$ cat src/hw/rtl/stsf_pkg.sv
`default_nettype none
// ---------------------------------------------------------------------------
// stsf_pkg
// shared sizes and the controller state type for the subarray sum finder
// ---------------------------------------------------------------------------
package stsf_pkg;

	parameter int MAX_LEN     = 64;
	parameter int VALUE_W     = 16;
	parameter int PREFIX_W    = 23;
	parameter int RES_INDEX_W = 6;
	parameter int IDX_W       = $clog2(MAX_LEN);
	parameter int CNT_W       = $clog2(MAX_LEN + 1);

	typedef enum logic [2:0] {
		S_IDLE,
		S_SEARCH,
		S_EMIT_RD,
		S_EMIT_WAIT,
		S_NOTFOUND
	} stsf_state_t;

endpackage
`default_nettype wire

$ cat src/hw/rtl/subarray_target_sum_finder.sv
`default_nettype none
// ---------------------------------------------------------------------------
// subarray_target_sum_finder
// finds the earliest-ending contiguous subarray that sums to a target
// ---------------------------------------------------------------------------
// Elements arrive one item at a time, the final one flagged by end_of_sequence.
// Each stored element goes into the element ram, and its running prefix sum
// (23 bits, wrapping) into the prefix ram. The prefix ram is then scanned from
// the entry just below the newest one downwards, one read per cycle, for prefix - target_sum; the
// empty prefix (zero) counts as the oldest candidate. On the first hit the
// matching elements are read back from the element ram and sent out with
// found = 1, run_end on the last of them; later items of that sequence are
// swallowed. A sequence that ends without a hit yields a single result with
// found = 0 and run_end = 1. Elements past MAX_LEN are neither stored nor
// searched. The scan goes through the single prefix ram read port, and each
// result is read from the element ram in S_EMIT_RD and then held in
// S_EMIT_WAIT until the output is free. The next item is taken only once
// the block is back in idle; item_stall is high in every other state.
// target_sum may only be written while the block is idle.
// ---------------------------------------------------------------------------
module subarray_target_sum_finder
	import stsf_pkg::*;
(
	input  wire logic                       clk,
	input  wire logic                       arst_n,
	// configuration
	input  wire logic                       cfg_write_en,
	input  wire logic signed [PREFIX_W-1:0] cfg_write_data,
	// element items
	input  wire logic                       item_valid,
	output logic                            item_stall,
	input  wire logic signed [VALUE_W-1:0]  element_value,
	input  wire logic                       end_of_sequence,
	// result items
	output logic                            result_valid,
	input  wire logic                       result_stall,
	output logic signed [VALUE_W-1:0]       result_value,
	output logic        [RES_INDEX_W-1:0]   result_index,
	output logic                            found,
	output logic                            run_end
);

	stsf_state_t state_q, state_nxt;

	// sequence state
	logic [PREFIX_W-1:0] target_q;
	logic [PREFIX_W-1:0] running_q;
	logic [CNT_W-1:0]    count_q;
	logic                match_done_q;
	logic                last_q;

	// current element
	logic [IDX_W-1:0]    idx_q;
	logic [PREFIX_W-1:0] want_q;

	// scan pipeline: read issue then compare
	logic [IDX_W-1:0]    rd_cnt_q;
	logic                cmp_vld_s1;
	logic [IDX_W-1:0]    cmp_addr_s1;

	// emission pointer
	logic [IDX_W-1:0]    em_q;

	// output register
	logic                      res_valid_q;
	logic [VALUE_W-1:0]        res_value_q;
	logic [RES_INDEX_W-1:0]    res_index_q;
	logic                      res_found_q;
	logic                      res_end_q;

	logic                item_acc;
	logic                store_ok;
	logic [PREFIX_W-1:0] ev;
	logic [PREFIX_W-1:0] p_new;
	logic [PREFIX_W-1:0] want_new;
	logic [PREFIX_W-1:0] prefix_rd;
	logic [VALUE_W-1:0]  elem_rd;
	logic                hit;
	logic                scan_empty;
	logic                out_free;
	logic                load_res;
	logic                emit_last;
	logic                store_we;

	// input datapath
	assign item_acc  = item_valid && !item_stall;
	assign store_ok  = !match_done_q && (count_q < CNT_W'(MAX_LEN));
	assign store_we  = item_acc && store_ok;
	assign ev        = PREFIX_W'(element_value);
	assign p_new     = running_q + ev;
	assign want_new  = p_new - target_q;

	// scan and output handshake
	assign hit        = cmp_vld_s1 && (prefix_rd == want_q);
	assign scan_empty = (rd_cnt_q == '0) && !cmp_vld_s1;
	assign out_free   = !res_valid_q || !result_stall;
	assign emit_last  = (em_q == idx_q);
	assign load_res   = out_free && ((state_q == S_EMIT_WAIT) || (state_q == S_NOTFOUND));

	assign item_stall   = (state_q != S_IDLE);
	assign result_valid = res_valid_q;
	assign result_value = res_value_q;
	assign result_index = res_index_q;
	assign found        = res_found_q;
	assign run_end      = res_end_q;

	stsf_ram #(
		.WIDTH (VALUE_W),
		.DEPTH (MAX_LEN)
	) u_elem_ram (
		.clk   (clk),
		.we    (store_we),
		.waddr (count_q[IDX_W-1:0]),
		.wdata (element_value),
		.raddr (em_q),
		.rdata (elem_rd)
	);

	// newest-first scan, address wraps harmlessly once the count is spent
	stsf_ram #(
		.WIDTH (PREFIX_W),
		.DEPTH (MAX_LEN)
	) u_prefix_ram (
		.clk   (clk),
		.we    (store_we),
		.waddr (count_q[IDX_W-1:0]),
		.wdata (p_new),
		.raddr (rd_cnt_q - IDX_W'(1)),
		.rdata (prefix_rd)
	);

	// next state
	always_comb begin
		state_nxt = state_q;
		unique case (state_q)
			S_IDLE: begin
				if (item_acc) begin
					if (store_ok) begin
						state_nxt = S_SEARCH;
					end else if (end_of_sequence && !match_done_q) begin
						state_nxt = S_NOTFOUND;
					end
				end
			end
			S_SEARCH: begin
				priority if (hit) begin
					state_nxt = S_EMIT_RD;
				end else if (scan_empty) begin
					// the empty prefix is the last candidate
					if (want_q == '0) begin
						state_nxt = S_EMIT_RD;
					end else if (last_q) begin
						state_nxt = S_NOTFOUND;
					end else begin
						state_nxt = S_IDLE;
					end
				end
			end
			S_EMIT_RD: begin
				state_nxt = S_EMIT_WAIT;
			end
			S_EMIT_WAIT: begin
				if (out_free) begin
					state_nxt = emit_last ? S_IDLE : S_EMIT_RD;
				end
			end
			S_NOTFOUND: begin
				if (out_free) begin
					state_nxt = S_IDLE;
				end
			end
			default: begin
				state_nxt = S_IDLE;
			end
		endcase
	end

	// control registers
	always_ff @(posedge clk or negedge arst_n) begin
		if (!arst_n) begin
			state_q      <= S_IDLE;
			target_q     <= '0;
			running_q    <= '0;
			count_q      <= '0;
			match_done_q <= 1'b0;
			last_q       <= 1'b0;
			rd_cnt_q     <= '0;
			cmp_vld_s1   <= 1'b0;
			res_valid_q  <= 1'b0;
		end else begin
			state_q <= state_nxt;

			if (cfg_write_en) begin
				target_q <= cfg_write_data;
			end

			if (item_acc) begin
				last_q <= end_of_sequence;
			end

			// store and start the scan
			if (store_we) begin
				running_q  <= p_new;
				count_q    <= count_q + CNT_W'(1);
				rd_cnt_q   <= count_q[IDX_W-1:0];
				cmp_vld_s1 <= 1'b0;
			end

			// items after a hit only close the sequence
			if (item_acc && !store_ok && end_of_sequence && match_done_q) begin
				running_q    <= '0;
				count_q      <= '0;
				match_done_q <= 1'b0;
			end

			if (state_q == S_SEARCH) begin
				cmp_vld_s1 <= (rd_cnt_q != '0) && !hit;
				if (rd_cnt_q != '0) begin
					rd_cnt_q <= rd_cnt_q - IDX_W'(1);
				end
				if (hit || (scan_empty && (want_q == '0))) begin
					match_done_q <= 1'b1;
				end
			end

			// the sequence closes on its last result
			if (load_res && (state_q == S_NOTFOUND || (emit_last && last_q))) begin
				running_q    <= '0;
				count_q      <= '0;
				match_done_q <= 1'b0;
			end

			if (load_res) begin
				res_valid_q <= 1'b1;
			end else if (!result_stall) begin
				res_valid_q <= 1'b0;
			end
		end
	end

	// payload registers
	always_ff @(posedge clk) begin
		if (store_we) begin
			idx_q  <= count_q[IDX_W-1:0];
			want_q <= want_new;
		end

		if (state_q == S_SEARCH) begin
			cmp_addr_s1 <= rd_cnt_q - IDX_W'(1);
			if (hit) begin
				em_q <= cmp_addr_s1 + IDX_W'(1);
			end else if (scan_empty) begin
				em_q <= '0;
			end
		end

		if (load_res) begin
			if (state_q == S_NOTFOUND) begin
				res_value_q <= '0;
				res_index_q <= '0;
				res_found_q <= 1'b0;
				res_end_q   <= 1'b1;
			end else begin
				res_value_q <= elem_rd;
				res_index_q <= RES_INDEX_W'(em_q);
				res_found_q <= 1'b1;
				res_end_q   <= emit_last;
				if (!emit_last) begin
					em_q <= em_q + IDX_W'(1);
				end
			end
		end
	end

	// fill count never passes the store depth
	a_count_bound: assert property (@(posedge clk) disable iff (!arst_n)
		count_q <= CNT_W'(MAX_LEN))
		else $error("element count beyond store depth");

	// every compare looks at an entry older than the current element
	a_scan_older: assert property (@(posedge clk) disable iff (!arst_n)
		(state_q == S_SEARCH) && cmp_vld_s1 |-> (cmp_addr_s1 < idx_q))
		else $error("scan compared a non-older prefix");

	// a match is recorded only as emission starts
	a_match_emit: assert property (@(posedge clk) disable iff (!arst_n)
		$rose(match_done_q) |-> (state_q == S_EMIT_RD))
		else $error("match flagged without emission");

	// a not-found item always closes its sequence
	a_notfound_end: assert property (@(posedge clk) disable iff (!arst_n)
		res_valid_q && !res_found_q |-> res_end_q && (res_index_q == '0))
		else $error("malformed not-found item");

	// emission never runs past the current element
	a_emit_range: assert property (@(posedge clk) disable iff (!arst_n)
		(state_q == S_EMIT_WAIT) |-> (em_q <= idx_q))
		else $error("emission pointer past current element");

endmodule
`default_nettype wire

$ cat src/hw/rtl/stsf_ram.sv
`default_nettype none
// ---------------------------------------------------------------------------
// stsf_ram
// simple dual-port synchronous ram, one write and one registered read port
// ---------------------------------------------------------------------------
module stsf_ram #(
	parameter int WIDTH = 16,
	parameter int DEPTH = 64
) (
	input  wire logic                     clk,
	input  wire logic                     we,
	input  wire logic [$clog2(DEPTH)-1:0] waddr,
	input  wire logic [WIDTH-1:0]         wdata,
	input  wire logic [$clog2(DEPTH)-1:0] raddr,
	output logic      [WIDTH-1:0]         rdata
);

	logic [WIDTH-1:0] mem [DEPTH];

	always_ff @(posedge clk) begin
		if (we) begin
			mem[waddr] <= wdata;
		end
		rdata <= mem[raddr];
	end

endmodule
`default_nettype wire
$ cat config.mk
export PLATFORM = sky130hd
export DESIGN_NAME = subarray_target_sum_finder
export DESIGN_NICKNAME = d
export VERILOG_FILES = /design/src/hw/rtl/stsf_pkg.sv /design/src/hw/rtl/subarray_target_sum_finder.sv /design/src/hw/rtl/stsf_ram.sv
export SDC_FILE = /design/constraint.sdc
export NUM_CORES = 2
export LEC_CHECK = 0
export BUFFER_PORTS_ARGS = -buffer_cell sky130_fd_sc_hd__buf_2
export CAP_MARGIN = 20
export CORE_MARGIN = 2
export CORE_UTILIZATION = 40
export CTS_CLUSTER_DIAMETER = 200
export CTS_CLUSTER_SIZE = 8
export DETAILED_ROUTE_END_ITERATION = 10
export RECOVER_POWER = 25
export SYNTH_ARGS = -nofsm -noshare
export SYNTH_HDL_FRONTEND = slang
export SYNTH_SLANG_ARGS = --single-unit
$ cat constraint.sdc
create_clock -name clk -period 8.3 [get_ports clk]
set_input_delay 1.245 -clock clk [delete_from_list [all_inputs] [get_ports clk]]
set_output_delay 1.245 -clock clk [all_outputs]
set_load 0.01 [all_outputs]
Yosys cells after proc, flatten, opt, wreduce, memory -nomap -nowiden
Memory sizes are Yosys's and may differ from the RTL's. A register that Yosys moved wholly into a read port is not among the register bits.
Cells that the tools add are included.
- output and inout bits: 26
- register bits: 131
- memories kept: 2
- logic and storage cells: 108
- RAM bits: 2496
- memories (memory ; words ; width ; rd ports ; clocked after memory_dff ; wr ports ; RTL line ; source):
    u_prefix_ram.mem ; 64 ; 23 ; 1 ; 1 ; 1 ; stsf_ram.sv:18 ; logic [WIDTH-1:0] mem [DEPTH];
    u_elem_ram.mem ; 64 ; 16 ; 1 ; 1 ; 1 ; stsf_ram.sv:18 ;
- reductions and logical operators: 33
- equal/unequal tests: 12
- magnitude comparators: 1
- add/sub/neg operators: 6
- multiplexer cells: 37
- operators by type and width (cell ; count):
    $mux W23 ; 3
    $mux W6 ; 9
    $mux W3 ; 9
    $add A23 B23 Y23 ; 1
    $eq A23 B23 Y1 ; 1
    $logic_not A23 Y1 ; 1
    $sub A23 B23 Y23 ; 1
    $mux W7 ; 3
    $pmux W3 S5 ; 1
    $logic_and A1 B1 Y1 ; 14
    $add A6 B1 Y6 const B ; 2
    $mux W1 ; 11
    $add A7 B1 Y7 const B ; 1
    $logic_not A1 Y1 ; 7
    $lt A7 B7 Y1 const B ; 1
    $eq A3 B2 Y1 const B ; 2
    $eq A6 B6 Y1 ; 1
    $logic_not A6 Y1 ; 1
    $ne A2 B2 Y1 const B ; 3
    $ne A3 B3 Y1 const B ; 2
    $reduce_bool A3 Y1 ; 2
    $reduce_bool A6 Y1 ; 1
    $sub A6 B1 Y6 const B ; 1
    $reduce_and A5 Y1 ; 1
    7 further kinds ; 10

Depth between registers and ports, before layout
- depth after elaboration: 10
- gate-level depth with buffers: 17
- gate-level depth less buffers: 17

Cells and area by module
Synthesis repeated with hierarchy kept, for this count alone.
- cells, all modules: 5077
- area total of the unflattened synthesis: 104572.8 µm²
- modules (own cells, without submodules) (module ; instances ; area an instance (µm²) ; cells an instance):
    stsf_ram at u_prefix_ram ; 1 ; 56720.6 ; 2446
    stsf_ram at u_elem_ram ; 1 ; 40042.2 ; 1829
    subarray_target_sum_finder ; 1 ; 7810.0 ; 802

Worst setup path before layout
No wires, ideal clock.
- path type: input-to-reg
- from: in item_valid
- to: mem u_elem_ram.mem[96][0], in the netlist u_elem_ram.mem[48][0], enable pin
- slack: 1.474 ns
- stages: 7
- arrival time: 6.292 ns
- setup time: 0.534 ns
- data required time: 7.766 ns
- cell sequence: nand2_1 > or4_1 > clkbuf_1 > inv_2 > clkbuf_1 > nand4b_1 > nor4_1
- longest elaborated chain between the ends: 4
- ends and longest elaborated chain (item ; RTL line ; source):
    start: declaration ; subarray_target_sum_finder.sv:30 ; input wire logic item_valid,
    $logic_and A1 B1 Y1 ; subarray_target_sum_finder.sv:86 ; assign item_acc = item_valid && !item_stall;
    $logic_and A1 B1 Y1 ; subarray_target_sum_finder.sv:88 ; assign store_we = item_acc && store_ok;
    $mux W1 ; stsf_ram.sv:21 ; if (we) begin
    $mux W1 (implied by the code) ; stsf_ram.sv:22 ; mem[waddr] <= wdata;
    end: declaration ; stsf_ram.sv:18 ;
Every way passes these cells.

Worst setup path after layout
- from: in element_value[0]
- to: reg want_q[19] (data pin)
- longest elaborated chain between the ends: 2
- ends and longest elaborated chain (item ; RTL line ; source):
    start: declaration ; subarray_target_sum_finder.sv:32 ; input wire logic signed [VALUE_W-1:0] element_value,
    $add A23 B23 Y23 ; subarray_target_sum_finder.sv:90 ; assign p_new = running_q + ev;
    named net p_new[0] ; subarray_target_sum_finder.sv:74 ; logic [PREFIX_W-1:0] p_new;
    $sub A23 B23 Y23 ; subarray_target_sum_finder.sv:91 ; assign want_new = p_new - target_q;
    named net want_new[19] ; subarray_target_sum_finder.sv:75 ; logic [PREFIX_W-1:0] want_new;
    end signal: assignment ; subarray_target_sum_finder.sv:245 ; want_q <= want_new;
    end: declaration ; subarray_target_sum_finder.sv:54 ; logic [PREFIX_W-1:0] want_q;
The timed path passes the listed nets, and every way through them passes these cells.
A chain may end at the register's enable or synchronous reset.

==> summary.md <==
| Metric | Value |
|---|---|
| CTS Buf Count | `383` |
| DR WL/cell | `33.2 µm` |
| GPL Wtd Cong | `0.882` |
| RSZ-0062 raised after global routing | `false` |
| Post-Syn Nets | `4,570` |
| Site row count | `186` |
| Top area cells in the synthesized netlist | `edfxtp_1 (74%), mux4_2 (17%), dfrtp_1 (1.6%)` |
| Die Y | `512 µm` |
| CTS Buffer Depth | `4` |
| Maximum vdd drop | `0.000392 V` |
| Die ar. | `0.262 mm²` |
| First-pass GRT wire length | `391 mm` |
| Share of layout cells above drive strength 1 | `30.2%` |
| Worst setup path startpoint | `element_value[0]` |
| Outcome | `complete, but fails checks` |
| Clock Sinks | `2,666` |
| Ys flop type | `edfxtp_1` |
| Remaining DRCs | `0` |
| Static leakage | `37.6 nW` |
| Worst R2R Path Depth | `12` |
| Initial drt markers | `6,427` |
| IO Count | `71` |
| Pin count of the biggest net entering global routing | `134` |
| CP Launch Type | `primary input` |
| Layout net count | `4,948` |
| Post-layout util | `46.5%` |
| Fin. max-slew vios | `1,205` |
| Yosys cell types | `61` |
| Clk_lat worst skew | `0.99 ns` |
| Setup_tns | `0 ns` |
| Routed vias/inst | `5.92` |
| Synth top area share | `74.3%` |
| Hold_sp | `cfg_write_data[21]` |
| Failing checks | `max-capacitance violations, max-slew violations` |
| Setup WS post-layout | `1.77 ns` |
| # resized after CTS | `0` |
| GRT Util Overall | `21.1%` |
| Most common cell after layout, fill and taps aside | `edfxtp_1` |
| Relative slew slack | `-129%` |
| Min Tclk post-route | `6.53 ns` |
| Critical path class | `in2reg` |
| Hpwl dp | `154 mm` |
| Finish-stage setup viols | `0` |
| Clock slew seen by the registers of the worst setup and hold paths | `0.05 ns` |
| Biggest area consumer among synthesized cells | `edfxtp_1` |
| Final period utilization | `78.7%` |
| H-tree levels | `5` |
| Detail Route Antenna Nets | `0` |
| Worst-Margin Slew | `3.43 ns` |
| Async set-reset flop share out of synthesis | `2.48%` |
| Antenna violations before repair | `13` |
| Max incr delay on CP | `2.41 ns` |
| Congestion Overflow GR | `0` |
| Post-CTS setup buffers | `0` |
| Worst hold path type | `in2reg` |
| Mapped Cells | `4,475` |
| Vias | `49,706` |
| Initial DRT Pass Iterations | `6` |
| Mean Syn Cell Area | `23.1 µm²` |
| Initial Utilization | `40.2%` |
| Area growth syn-to-layout | `15.6%` |
| Critical path's slowest cell | `clkbuf_1` |
| Worst Path Max Fanout | `65` |
| Number of flops mapped to enable cells by yosys | `2,555` |
| Maximum Capacitance Violations | `22` |
| Cell Chain, Critical Path | `clkbuf_1 -> ha_2 -> clkbuf_1 -> inv_1 -> ha_1 -> nor2b_1 -> o2111ai_1 -> a31oi_1 -> a41oi_1 -> a21oi_1 -> a21oi_1 -> mux2i_1 -> xor2_1` |
| Nature of the critical path endpoint | `flip-flop` |
| Number of global-route vias before repair | `50,239` |
| Skew final | `0.0842 ns` |
| Worst Hold Depth | `3` |
| Core ar. | `0.257 mm²` |
| # fillers | `20,844` |
| Synth Register Bits | `2,666` |
| Worst flop-to-flop path startpoint | `running_q[0]` |
| Syn Std Cell Area | `0.103 mm²` |
| Highest clock rate | `153 MHz` |
| Pwr Density | `406 mW/mm²` |
| Most frequent cells in the layout | `edfxtp_1 (2,555), mux4_2 (796), clkbuf_16 (388)` |
| TritonCTS clock tree | `yes` |
| Hold buffer count at cts | `0` |
| Worst r2r dst | `want_q[19]` |
| I/O Buffers | `70` |
| Root buffer cell | `clkbuf_16` |
| Yosys warnings | `0` |
| Data arrival, critical path | `7.21 ns` |
| Final hold vios | `0` |
| Min-Delay Endpoint | `target_q[21]` |
| Dpl ws | `2.18 ns` |
| Die Wd | `512 µm` |
| WP data required | `8.98 ns` |
| Detailed Route WL | `279 mm` |
| Seq/Total Area, Yosys | `76.8%` |
| R2R Setup Slk | `2.01 ns` |
## where the power goes
part | internal (mW) | total, mW | switching [mW]
clock network | 8.41 | 13.8 | 5.37
logic | 6.83 | 16.1 | 9.30
registers | 17.9 | 18.5 | 0.607
## metal layers
layer  track usage (%)  vias to the layer above  routed length, µm
met5                 0                        -                 26
met1              29.5                    27309             114000
li1                  -                    19695                  -
met2              33.1                     2223             133000
met4              7.17                        4               9410
met3              4.33                      475              22700
## synth_stat cells, types with 4 or more instances
master    count
a211oi_1      5
a21o_1       26
a21oi_1      46
a22o_1       21
a31oi_1      11
and2_1       23
and3_1        8
buf_1        25
buf_2        61
buf_4        17
clkbuf_1    127
dfrtp_1      66
dfxtp_1      45
edfxtp_1   2555
ha_1         48
inv_1        43
mux2_2       25
mux2i_1      25
mux4_2      796
nand2_1      86
nand2b_1      4
nand3_1      17
nand3b_1      7
nand4_1       9
nor2_1      112
nor2b_1       6
nor3_1       16
nor4_1       12
o21a_1       13
o21ai_0      33
o21ai_1      40
o21bai_1      6
or2_1        11
or3b_2        5
xnor2_1      43
xor2_1       39
## registers in the layout, indices dropped and copies added, names as in the netlist, 3 cells and up
register	count
idx_q	6
u_elem_ram.rdata	16
state_q	3
target_q	23
result_index	6
u_prefix_ram.mem	1472
result_value	16
running_q	23
u_elem_ram.mem	1024
em_q	6
cmp_addr_s1	6
rd_cnt_q	6
want_q	23
count_q	7
u_prefix_ram.rdata	23
## critical path, delay by kind of cell
kind,cells,cell delay [ns]
xor+xnor,1,0.15
buf+inv,3,3.49
fa+ha+maj,2,0.76
mux,1,0.16
compound gates,5,1.20
simple gates,1,0.18
## kinds of logic after synthesis
group	share of synthesized area (%)
buffers and inverters	1.16
AND/OR/NAND/NOR	1.50
flip-flops	76.8
XOR/XNOR	0.695
multiplexers	17.9
adder cells (fa/ha/maj)	0.620
AO/OA/AOI/OAI	1.39
## worst max path at each step
stage / end / slack (ns) / cells past startpoint
detailed placement: want_q[21] / 2.18 / 16
finish: want_q[19] / 1.77 / 13
floorplan: u_elem_ram.mem[48][0] / 1.47 / 7
global route: want_q[22] / 1.57 / 15
CTS: want_q[21] / 3.18 / 16
global placement: want_q[22] / 2.24 / 18
## area by class of cell
type / instances / area [µm²] / area share (%)
antenna: 1 / 2.50 / 0.00210
clock buffer: 535 / 10300 / 8.59
clock inverter: 11 / 155 / 0.130
inverter: 45 / 169 / 0.141
multi-input combinational: 1532 / 23600 / 19.8
sequential: 2666 / 79300 / 66.4
tap: 3384 / 4230 / 3.55
timing repair buffer: 225 / 1670 / 1.40
## metrics by stage
step	instances	cell area [µm²]	hold slack [ns]	total power [mW]
after floorplan	4475	103000	0.423	29.6
after global placement	7839	109000	0.492	34.8
after detailed placement	7847	109000	0.491	35.0
after CTS	8393	119000	0.148	48.8
after global routing	8398	119000	0.480	50.3
final	8399	119000	0.502	48.4
No activity file was read; power rests on OpenSTA's default activity.
